[config.mk]
export PLATFORM = sky130hd
export DESIGN_NAME = url_percent_decoder
export DESIGN_NICKNAME = d
export VERILOG_FILES = /design/src/hw/rtl/upd_pkg.sv /design/src/hw/rtl/upd_front.sv /design/src/hw/rtl/upd_queue.sv /design/src/hw/rtl/upd_back.sv /design/src/hw/rtl/url_percent_decoder.sv
export SDC_FILE = /design/constraint.sdc
export NUM_CORES = 1
export LEC_CHECK = 0
export ABC_CLOCK_PERIOD_IN_PS = 4600
export BUFFER_PORTS_ARGS = -buffer_cell sky130_fd_sc_hd__buf_4
export CORE_ASPECT_RATIO = 0.6
export CORE_MARGIN = 4
export CORE_UTILIZATION = 50
export DETAILED_ROUTE_END_ITERATION = 8
export GPL_TIMING_DRIVEN = 0
export PLACE_DENSITY = 0.68
export SLEW_MARGIN = 20
export SYNTH_ARGS = -nofsm -noshare
export SYNTH_HDL_FRONTEND = slang
export SYNTH_SLANG_ARGS = --single-unit
[constraint.sdc]
create_clock -name clock -period 4.6 [get_ports clock]
set_input_delay 0.23 -clock clock [delete_from_list [all_inputs] [get_ports clock]]
set_output_delay 0.23 -clock clock [all_outputs]
set_load 0.02 [all_outputs]
[src/hw/rtl/upd_pkg.sv]
// ----------------------------------------------------------------------------
// upd_pkg
// Shared types, character codes and hex helper for the percent decoder
// ----------------------------------------------------------------------------
package upd_pkg;

   localparam logic [7:0] CH_PERCENT = 8'h25;
   localparam logic [7:0] CH_PLUS    = 8'h2B;
   localparam logic [7:0] CH_SPACE   = 8'h20;

   localparam logic [1:0] CNT_NONE  = 2'd0;
   localparam logic [1:0] CNT_ONE   = 2'd1;
   localparam logic [1:0] CNT_TWO   = 2'd2;
   localparam logic [1:0] CNT_THREE = 2'd3;

   localparam int QUEUE_DEPTH = 2;

   typedef enum logic [1:0] {
      PHASE_IDLE,
      PHASE_PERCENT,
      PHASE_DIGIT
   } phase_type;

   // one decoded group of up to three output bytes
   typedef struct packed {
      logic [1:0] count;
      logic [7:0] data2;
      logic [7:0] data1;
      logic [7:0] data0;
      logic       last;
   } cmd_type;

   // returns {is_hex, nibble}
   function automatic logic [4:0] hex_decode(input logic [7:0] b);
      logic [4:0] r;
      r = 5'd0;
      if (b >= 8'h30 && b <= 8'h39) begin
         r = {1'b1, 4'(b - 8'h30)};
      end else if (b >= 8'h61 && b <= 8'h66) begin
         r = {1'b1, 4'(b - 8'h57)};
      end else if (b >= 8'h41 && b <= 8'h46) begin
         r = {1'b1, 4'(b - 8'h37)};
      end
      return r;
   endfunction

endpackage

[src/hw/rtl/upd_front.sv]
// ----------------------------------------------------------------------------
// upd_front
// Takes raw bytes, tracks the escape phase and forms output groups
// ----------------------------------------------------------------------------
module upd_front
   import upd_pkg::*;
(
   input  logic       clock,
   input  logic       reset,
   input  logic       req_tvalid,
   output logic       req_tready,
   input  logic [7:0] req_tdata,
   input  logic       req_tlast,
   output logic       cmd_valid,
   input  logic       cmd_ready,
   output cmd_type    cmd
);

   phase_type  phase_ff, phase_in;
   logic [7:0] held_ff, held_in;
   logic       fire;
   logic [4:0] hi_hex, lo_hex;
   logic [7:0] plus_conv;

   assign req_tready = cmd_ready;
   assign fire       = req_tvalid & cmd_ready;
   assign hi_hex     = hex_decode(held_ff);
   assign lo_hex     = hex_decode(req_tdata);
   assign plus_conv  = (req_tdata == CH_PLUS) ? CH_SPACE : req_tdata;

   // next state
   always_comb begin
      phase_in = phase_ff;
      held_in  = held_ff;
      if (fire) begin
         unique case (phase_ff)
            PHASE_PERCENT: begin
               phase_in = req_tlast ? PHASE_IDLE : PHASE_DIGIT;
               held_in  = req_tdata;
            end
            PHASE_DIGIT: begin
               phase_in = PHASE_IDLE;
            end
            default: begin
               phase_in = (req_tdata == CH_PERCENT && !req_tlast) ? PHASE_PERCENT
                                                                   : PHASE_IDLE;
            end
         endcase
         if (req_tlast) begin
            phase_in = PHASE_IDLE;
            held_in  = 8'h00;
         end
      end
   end

   // outputs
   always_comb begin
      cmd       = '0;
      cmd.last  = req_tlast;
      unique case (phase_ff)
         PHASE_PERCENT: begin
            if (req_tlast) begin
               cmd.count = CNT_TWO;
               cmd.data0 = CH_PERCENT;
               cmd.data1 = plus_conv;
            end
         end
         PHASE_DIGIT: begin
            if (hi_hex[4] && lo_hex[4]) begin
               cmd.count = CNT_ONE;
               cmd.data0 = {hi_hex[3:0], lo_hex[3:0]};
            end else begin
               cmd.count = CNT_THREE;
               cmd.data0 = CH_PERCENT;
               cmd.data1 = held_ff;
               cmd.data2 = req_tdata;
            end
         end
         default: begin
            if (req_tdata == CH_PERCENT) begin
               if (req_tlast) begin
                  cmd.count = CNT_ONE;
                  cmd.data0 = CH_PERCENT;
               end
            end else begin
               cmd.count = CNT_ONE;
               cmd.data0 = plus_conv;
            end
         end
      endcase
      cmd_valid = fire && (cmd.count != CNT_NONE);
   end

   always_ff @(posedge clock) begin
      if (reset) begin
         phase_ff <= PHASE_IDLE;
         held_ff  <= 8'h00;
      end else begin
         phase_ff <= phase_in;
         held_ff  <= held_in;
      end
   end

endmodule

[src/hw/rtl/upd_queue.sv]
// ----------------------------------------------------------------------------
// upd_queue
// Two-entry queue of output groups between front and back
// ----------------------------------------------------------------------------
module upd_queue
   import upd_pkg::*;
(
   input  logic    clock,
   input  logic    reset,
   input  logic    push_valid,
   output logic    push_ready,
   input  cmd_type push_cmd,
   output logic    head_valid,
   input  logic    pop,
   output cmd_type head_cmd
);

   cmd_type    entry_ff [QUEUE_DEPTH];
   logic       wr_ptr_ff, wr_ptr_in;
   logic       rd_ptr_ff, rd_ptr_in;
   logic [1:0] count_ff, count_in;
   logic       do_push, do_pop;

   assign push_ready = count_ff != 2'(QUEUE_DEPTH);
   assign head_valid = count_ff != 2'd0;
   assign head_cmd   = entry_ff[rd_ptr_ff];
   assign do_push    = push_valid & push_ready;
   assign do_pop     = pop & head_valid;

   always_comb begin
      wr_ptr_in = do_push ? ~wr_ptr_ff : wr_ptr_ff;
      rd_ptr_in = do_pop  ? ~rd_ptr_ff : rd_ptr_ff;
      count_in  = count_ff;
      if (do_push && !do_pop) begin
         count_in = count_ff + 2'd1;
      end else if (!do_push && do_pop) begin
         count_in = count_ff - 2'd1;
      end
   end

   always_ff @(posedge clock) begin
      if (reset) begin
         wr_ptr_ff <= 1'b0;
         rd_ptr_ff <= 1'b0;
         count_ff  <= 2'd0;
      end else begin
         wr_ptr_ff <= wr_ptr_in;
         rd_ptr_ff <= rd_ptr_in;
         count_ff  <= count_in;
      end
   end

   always_ff @(posedge clock) begin
      if (do_push) begin
         entry_ff[wr_ptr_ff] <= push_cmd;
      end
   end

endmodule

[src/hw/rtl/upd_back.sv]
// ----------------------------------------------------------------------------
// upd_back
// Emits the bytes of each queued group one per cycle into the output register while it is free
// ----------------------------------------------------------------------------
module upd_back
   import upd_pkg::*;
(
   input  logic       clock,
   input  logic       reset,
   input  logic       head_valid,
   input  cmd_type    head_cmd,
   output logic       pop,
   output logic       rsp_tvalid,
   input  logic       rsp_tready,
   output logic [7:0] rsp_tdata,
   output logic       rsp_tlast
);

   logic [1:0] idx_ff, idx_in;
   logic       rsp_tvalid_ff, rsp_tvalid_in;
   logic [7:0] rsp_data_ff, rsp_data_in;
   logic       rsp_last_ff, rsp_last_in;
   logic       out_free, emit, is_final;
   logic [7:0] sel_data;

   assign out_free = !rsp_tvalid_ff || rsp_tready;
   assign emit     = head_valid && out_free;
   assign is_final = idx_ff == (head_cmd.count - 2'd1);
   assign pop      = emit && is_final;

   always_comb begin
      case (idx_ff)
         2'd0:    sel_data = head_cmd.data0;
         2'd1:    sel_data = head_cmd.data1;
         default: sel_data = head_cmd.data2;
      endcase
   end

   always_comb begin
      idx_in        = idx_ff;
      rsp_tvalid_in = rsp_tvalid_ff && !rsp_tready;
      rsp_data_in   = rsp_data_ff;
      rsp_last_in   = rsp_last_ff;
      if (emit) begin
         idx_in        = is_final ? 2'd0 : idx_ff + 2'd1;
         rsp_tvalid_in = 1'b1;
         rsp_data_in   = sel_data;
         rsp_last_in   = head_cmd.last && is_final;
      end
   end

   always_ff @(posedge clock) begin
      if (reset) begin
         idx_ff        <= 2'd0;
         rsp_tvalid_ff <= 1'b0;
      end else begin
         idx_ff        <= idx_in;
         rsp_tvalid_ff <= rsp_tvalid_in;
      end
   end

   always_ff @(posedge clock) begin
      rsp_data_ff <= rsp_data_in;
      rsp_last_ff <= rsp_last_in;
   end

   assign rsp_tvalid = rsp_tvalid_ff;
   assign rsp_tdata  = rsp_data_ff;
   assign rsp_tlast  = rsp_last_ff;

endmodule

[src/hw/rtl/url_percent_decoder.sv]
// ----------------------------------------------------------------------------
// url_percent_decoder
// Streaming percent decoder for encoded URI bytes
// ----------------------------------------------------------------------------
// req channel: one raw byte per request, tlast on the final byte of a string
// rsp channel: decoded bytes, tlast on the final decoded byte of a string
// '+' gives a space, '%' with two hex digits gives one byte, a bad escape
// gives its three bytes raw, an escape cut by the end of string gives the
// '%' raw followed by normal handling of any remaining byte
// a request's first result is written into the group queue when it is
// accepted, then moves into the output register once that register is free
// throughput: one request per cycle while the group queue has room; a bad
// escape gives three output bytes and an escape cut after one byte gives
// two, drained by the single output register one byte per cycle while free
// the front stalls only when the two-entry group queue is full
// reset clears the escape state, the queue and the output register
// while rsp_tready is low the result holds and the queue fills, then
// req_tready drops
// ----------------------------------------------------------------------------
module url_percent_decoder
   import upd_pkg::*;
(
   input  logic       clock,
   input  logic       reset,
   input  logic       req_tvalid,
   output logic       req_tready,
   input  logic [7:0] req_tdata,   // [7:0] in_byte
   input  logic       req_tlast,
   output logic       rsp_tvalid,
   input  logic       rsp_tready,
   output logic [7:0] rsp_tdata,   // [7:0] out_byte
   output logic       rsp_tlast
);

   logic    cmd_valid, cmd_ready;
   cmd_type cmd;
   logic    head_valid, pop;
   cmd_type head_cmd;

   upd_front u_front (
      .clock      (clock),
      .reset      (reset),
      .req_tvalid (req_tvalid),
      .req_tready (req_tready),
      .req_tdata  (req_tdata),
      .req_tlast  (req_tlast),
      .cmd_valid  (cmd_valid),
      .cmd_ready  (cmd_ready),
      .cmd        (cmd)
   );

   upd_queue u_queue (
      .clock      (clock),
      .reset      (reset),
      .push_valid (cmd_valid),
      .push_ready (cmd_ready),
      .push_cmd   (cmd),
      .head_valid (head_valid),
      .pop        (pop),
      .head_cmd   (head_cmd)
   );

   upd_back u_back (
      .clock      (clock),
      .reset      (reset),
      .head_valid (head_valid),
      .head_cmd   (head_cmd),
      .pop        (pop),
      .rsp_tvalid (rsp_tvalid),
      .rsp_tready (rsp_tready),
      .rsp_tdata  (rsp_tdata),
      .rsp_tlast  (rsp_tlast)
   );

`ifndef SYNTHESIS
   a_last_gives_result: assert property (@(posedge clock) disable iff (reset)
      (req_tvalid && req_tready && req_tlast) |-> cmd_valid)
      else $error("end of string produced no result group");

   a_group_nonempty: assert property (@(posedge clock) disable iff (reset)
      cmd_valid |-> (cmd.count != CNT_NONE))
      else $error("empty result group pushed");

   a_pop_needs_head: assert property (@(posedge clock) disable iff (reset)
      pop |-> (head_valid && rsp_tvalid == 1'b0) || (head_valid && rsp_tready))
      else $error("group popped without emitting");

   a_head_count: assert property (@(posedge clock) disable iff (reset)
      head_valid |-> (head_cmd.count != CNT_NONE))
      else $error("queue head holds an empty group");
`endif

endmodule

### Word level (Yosys, flattened, before mapping)

Memory sizes are Yosys's and may differ from the RTL's. A register that Yosys moved wholly into a read port is not among the register bits.
Index checks and enable logic that the tools add are counted.

* add/subtract/negate cells: 10
* multiply operators: 0
* div/mod/pow operators: 0
* magnitude comparators: 12
* equality and inequality tests: 7
* shift operators: 0
* mux-type cells: 34
* bitwise gates (word level): 5
* reduce and logical (&&, ||, !) cells: 27

Operators with widths (number)
* 8-bit two-way mux: 6
* 8-bit case mux with 2 select lines: 3
* 8-bit by 7-bit greater-or-equal comparator with 1-bit output, second input constant: 4
* 8-bit by 7-bit <= comparator with 1-bit output, second input constant: 4
* 16-bit two-way mux: 2
* 5-bit two-way mux: 6
* 8-bit by 6-bit equality test with 1-bit output, second input constant: 2
* 8-bit by 6-bit greater-or-equal comparator with 1-bit output, second input constant: 2
* 8-bit by 6-bit <= comparator with 1-bit output, second input constant: 2
* 4-bit by 3-bit subtractor with 4-bit output, second input constant: 4
* 1-bit logical AND: 15
* 2-bit two-way mux: 6
* 1-bit two-way mux: 8
* 2-bit case mux with 2 select lines: 2
* 2-bit nonzero test: 4
* 4-bit by 1-bit subtractor with 4-bit output, second input constant: 2
* 6-bit two-way mux: 1
* 1-bit logical NOT: 5
* 2-bit by 1-bit adder with 2-bit output, second input constant: 2
* 2-bit by 1-bit equality test with 1-bit output, second input constant: 2
* 2-bit by 1-bit subtractor with 2-bit output, second input constant: 2
* 1-bit bitwise AND: 3
* 2-bit equality test: 1
* 2-bit equality test, second input constant: 1
* 5 further kinds: 6

* register bits: 26
* bits in latches: 0
* bits in writable memories: 54
* bits in read-only memories: 0
* input bits: 13
* word-level logic and storage cells: 105
* memories kept: 1

Memories
* u_queue.entry_ff: depth 2, bits a word 27, rd ports 1, clocked after Yosys merged registers in 1, wr ports 1, RTL line upd_queue.sv:18 `cmd_type entry_ff [QUEUE_DEPTH];`

### Longest topological paths before layout

* depth after elaboration: 15
* depth in mapped cells: 9
* depth with buffers taken out: 9

### Cells and area by module

From an unflattened synthesis, not the netlist that was laid out.

* cell total of the unflattened synthesis: 318
* area, all modules: 3928.8 sq um

Modules (own cells, without submodules)
* upd_queue: times used 1, cells an instance 108, area each 2168.3 sq um, seq. area each 1721.7 sq um
* upd_front: times used 1, cells an instance 151, area each 1142.3 sq um, seq. area each 200.2 sq um
* upd_back: times used 1, cells an instance 59, area each 618.1 sq um, seq. area each 330.3 sq um

### Least setup slack after synthesis

OpenSTA, ideal clock, no wires.

* path type: register to register
* start: register u_front.phase_ff[0]
* end: memory u_queue.entry_ff[0][0] in the netlist's numbering, enable pin
* library setup time: 414 ps
* arrival time: 2522 ps
* path slack: 1664 ps
* cell stages (with the launch flop): 6
* path buffers: 0
* path through: dfxtp_1 > inv_1 > ha_1 > and4b_1 > a211oi_4 > nor2b_1

* word-level cells in the longest chain between the ends: 7
* elaborated cells on any way between the ends: 8
* classes of those cells: 2 x eq/ne; 3 x mux; 1 x bitwise; 2 x reduce/logical

Ends and longest elaborated chain
* start: declaration: RTL line upd_front.sv:19 `phase_type phase_ff, phase_in;`
* start signal: assignment: RTL line upd_front.sv:99 `phase_ff <= phase_in;`
* 2-bit equality test or 2-bit by 1-bit equality test with 1-bit output (tied branches): RTL line upd_front.sv:60 `unique case (phase_ff)`
* 2-bit case mux with 2 select lines (*): RTL line upd_front.sv:60
* 2-bit nonzero test (*): RTL line upd_front.sv:91 `cmd_valid = fire && (cmd.count != CNT_NONE);`
* 1-bit logical AND (*): RTL line upd_front.sv:91
* 1-bit bitwise AND (*): RTL line upd_queue.sv:27 `assign do_push = push_valid & push_ready;`
* via u_queue.do_push: RTL line upd_queue.sv:22 `logic do_push, do_pop;`
* 1-bit two-way mux (*): RTL line upd_queue.sv:54 `if (do_push) begin`
* 1-bit two-way mux (implied by the code) (*): RTL line upd_queue.sv:55 `entry_ff[wr_ptr_ff] <= push_cmd;`
* end: declaration: RTL line upd_queue.sv:18

The timed path passes the listed nets; every way through them passes the cells marked *.

==> flow_metrics.py <==
metrics = {
    "outcome": {
        "outcome": "complete, no violations",
    },
    "timing": {
        "tightest_slew_ns": 0.781,
        "slew_viol_final": 0,
        "rsz0062_at_grt": "no",
        "fmax_ghz": 0.402,
        "slew_headroom_pct": 46.6,
        "finClkSkew_ns": 0.00727,
        "setup_tns_ns": 0,
        "setup_viol": 0,
        "hold_violations": 0,
        "holdWs_ns": 0.154,
        "setup_slack_ns": 2.11,
        "finalCritPeriodShare_pct": 54.0,
        "fin_crit_ns": 2.49,
    },
    "global_routing": {
        "grt_overflow": 0,
        "grt_pass1_vias": 2426,
        "grt_max_degree": 28,
        "grt_pass1_wl_mm": 13.5,
        "antenna_found_initial": 0,
        "grt_usage_pct": 20.1,
    },
    "power_and_ir_drop": {
        "leakage_uw": 0.00159,
        "power.total_uw": 2430,
        "p_per_area_nw_per_um2": 547,
        "peakVddDrop_mv": 0.279,
    },
    "clock_tree": {
        "cts-hold-fix-buffers": 0,
        "cts_setup_buffers": 0,
        "cts_tree": "built",
        "cts.path.max_buffers": 2,
        "cts_sinks": 81,
        "htreeDepth": 3,
        "clkTransAtPathRegs_ns": 0.06,
        "numCtsBuffers": 9,
        "insertion_delay_ns": 0.33,
        "cts-root-buf": "clkbuf_16",
        "cts_resized": 0,
    },
    "logic_synthesis": {
        "ys_warn_count": 0,
        "syn_area_per_cell_um2": 12.1,
        "synth_compound_area_share_pct": 18.4,
        "synthTopCellsByArea": "edfxtp_1 50%, dfxtp_1 9.5%, ha_1 4.3%",
        "synth_top_family_by_area": "compound AO/OA/AOI/OAI gates",
        "yosysUniqueCellTypes": 48,
        "synth_fa_ha_area_share_pct": 4.29,
        "ys_async_sr_fraction_pct": 0,
        "synthMuxAreaShare_pct": 1.65,
        "yosys.area_share.simple_pct": 12.2,
        "synth.net_count": 340,
        "yosys.area.top_type_share_pct": 50.0,
        "synth_xor_area_share_pct": 1.39,
        "synth_area_leader_cell": "edfxtp_1",
        "ys_seq_elements": 81,
        "ys_seq_area_share_pct": 59.5,
        "syn-cell-area_um2": 3790,
        "synth_edf_count": 63,
        "ys.flop_type": "edfxtp_1",
        "syn-instance-count": 314,
    },
    "critical_path": {
        "rrSetupSlack_ns": 2.11,
        "crit_start": "u_front.held_ff[0]",
        "crit_required_ns": 4.65,
        "cp-start-kind": "flop",
        "timing.rr.end": "u_queue.entry_ff[1][9]",
        "endpoint_kind": "flop",
        "r2r_cells": 7,
        "crit_fanout": 5,
        "critPathArrivalTime_ns": 2.54,
        "crit_type": "flop to flop",
        "timing.rr.start": "u_front.held_ff[0]",
        "cp-endpoint": "u_queue.entry_ff[1][9]",
    },
    "run": {
        "drv_cap": 0,
    },
    "finish": {
        "syn_to_final_growth_pct": 17.1,
        "fin_util_pct": 60.8,
        "n_antenna_cell": 0,
        "final_layout_size_suffix_gt1_share_pct": 13.9,
        "nets": 374,
    },
    "floorplan": {
        "die_area_um2": 9080,
        "initial_core_util_pct": 51.9,
        "rows": 24,
        "fp.dieW_um": 120,
        "io_pins": 24,
        "core_um2": 7300,
        "die_h_um": 75.4,
    },
    "detailed_routing": {
        "ant_nets": 0,
        "firstDrtPassIters": 4,
        "drtIter0Drc": 268,
        "drt_wl_total_mm": 8.51,
        "drc": 0,
        "avgViaCountPerCell": 5.81,
        "vias": 2653,
        "post_drt_wl_per_cell_um": 18.6,
    },
    "placement": {
        "io_buffers": 22,
        "dp_hpwl_mm": 5.91,
        "place_ws_ns": 2.08,
        "gp_congestion": 0.869,
    },
    "min_path": {
        "worstHoldPathType": "primary input to flop",
    },
}
## report_power, final
part / internal, uW / total, uW / switching [uW]
registers: 968 / 1020 / 52.5
clock network: 489 / 757 / 268
logic: 241 / 650 / 409
## worst max-delay path: stages, from the launching register on
cell	delay, ns
dfxtp_1	0.35
inv_1	0.14
ha_1	0.19
inv_1	0.04
o311ai_0	0.52
and2_1	0.33
o21ai_2	0.12
o21ai_0	0.51
## cell families (layout without fill, tap and decap cells)
| family | after synthesis | in the layout |
|---|---|---|
| AOI/OAI and AO/OA | 94 | 94 |
| and+or+nand+nor | 89 | 89 |
| DFF | 81 | 81 |
| buffers and inverters | 25 | 64 |
| adders and majority gates | 13 | 13 |
| xor gates and xnor gates | 6 | 6 |
| muxes | 6 | 6 |
## stage by stage
step | cell area [um^2] | cells
after floorplan | 3790 | 314
after global placement | 4080 | 440
after detailed placement | 4110 | 441
after CTS | 4430 | 457
after global routing | 4430 | 457
final | 4430 | 457
## state kept, by name (all words and copies together) (netlist names), named ones only
signal and count:
u_queue.count_ff 2, u_back.rsp_tdata 8, u_queue.wr_ptr_ff 1, u_back.rsp_tlast 1
u_queue.rd_ptr_ff 1, u_front.phase_ff 2, u_front.held_ff 8, u_back.idx_ff 2
u_back.rsp_tvalid 1, u_queue.entry_ff 54
## cell usage in the layout (no fill, tap or decap), types with 2 or more instances in the layout
cell | netlist | routed
clkbuf_1 | 11 | 12
ha_1 | 13 | 13
dfxtp_1 | 18 | 18
o21a_1 | 2 | 2
o211ai_1 | 3 | 3
nor3b_1 | 7 | 7
xor2_1 | 2 | 2
nand2b_1 | 4 | 4
nor2_1 | 22 | 22
xnor2_1 | 4 | 4
nor4b_1 | 3 | 3
and2_2 | 1 | 2
a31oi_1 | 9 | 9
nor3_1 | 4 | 4
a22oi_1 | 9 | 9
a32o_1 | 2 | 2
nand4_1 | 2 | 2
inv_1 | 12 | 12
a211oi_1 | 8 | 8
nand3_1 | 6 | 6
o311ai_0 | 2 | 2
mux2i_1 | 4 | 4
a21oi_1 | 19 | 19
buf_4 | 1 | 23
clkbuf_16 | 0 | 9
a22o_1 | 16 | 16
bufinv_16 | 0 | 2
or3_1 | 2 | 2
nor2b_1 | 4 | 3
o21a_4 | 2 | 2
o21bai_1 | 2 | 2
o21ai_0 | 8 | 8
mux2_2 | 2 | 2
a21o_1 | 3 | 3
nand2_1 | 22 | 22
edfxtp_1 | 63 | 63
and2_1 | 9 | 8
## cells in the mapped netlist, types with 4 or more instances
master	number
nor3_1	4
a22oi_1	9
o21ai_0	8
a211oi_1	8
nor2b_1	4
a22o_1	16
a31oi_1	9
inv_1	12
and2_1	9
a21oi_1	19
nor3b_1	7
xnor2_1	4
nand2_1	22
nor2_1	22
clkbuf_1	11
nand3_1	6
dfxtp_1	18
nand2b_1	4
ha_1	13
mux2i_1	4
edfxtp_1	63
## per-layer routing
layer | wire length, um | track usage [%] | vias to the layer above | share of wire, %
met5 | 0 | 0 | - | 0
met2 | 3650 | 28.8 | 102 | 43
li1 | - | - | 1267 | -
met3 | 600 | 5.71 | 6 | 7.0
met4 | 67 | 6.78 | 0 | 0.79
met1 | 4200 | 29.6 | 1278 | 49
## area by class of cell
cell class	count	area, um^2
fillers	572	2860
flip-flops and latches	81	2250
multi-input cells	208	1450
clock buffers	11	243
repair buffers	23	185
well taps	104	130
clock inverters	5	80.1
plain buffers	13	53.8
inverters	12	45.0
## worst min path at each step
stage | endpoint | start | slack [ns] | depth (start not counted)
final | u_queue.entry_ff[0][0] | req_tlast | 0.15 | 1
after CTS | u_queue.entry_ff[1][0] | req_tlast | 0.14 | 1
after global routing | u_queue.entry_ff[1][0] | req_tlast | 0.14 | 1
after global placement | u_back.idx_ff[1] | u_back.idx_ff[1] | 0.44 | 2
after floorplan | u_queue.entry_ff[0][0] | req_tlast | 0.33 | 0
after detailed placement | u_back.idx_ff[1] | u_back.idx_ff[1] | 0.45 | 2
No activity file was read; power rests on OpenSTA's default activity.
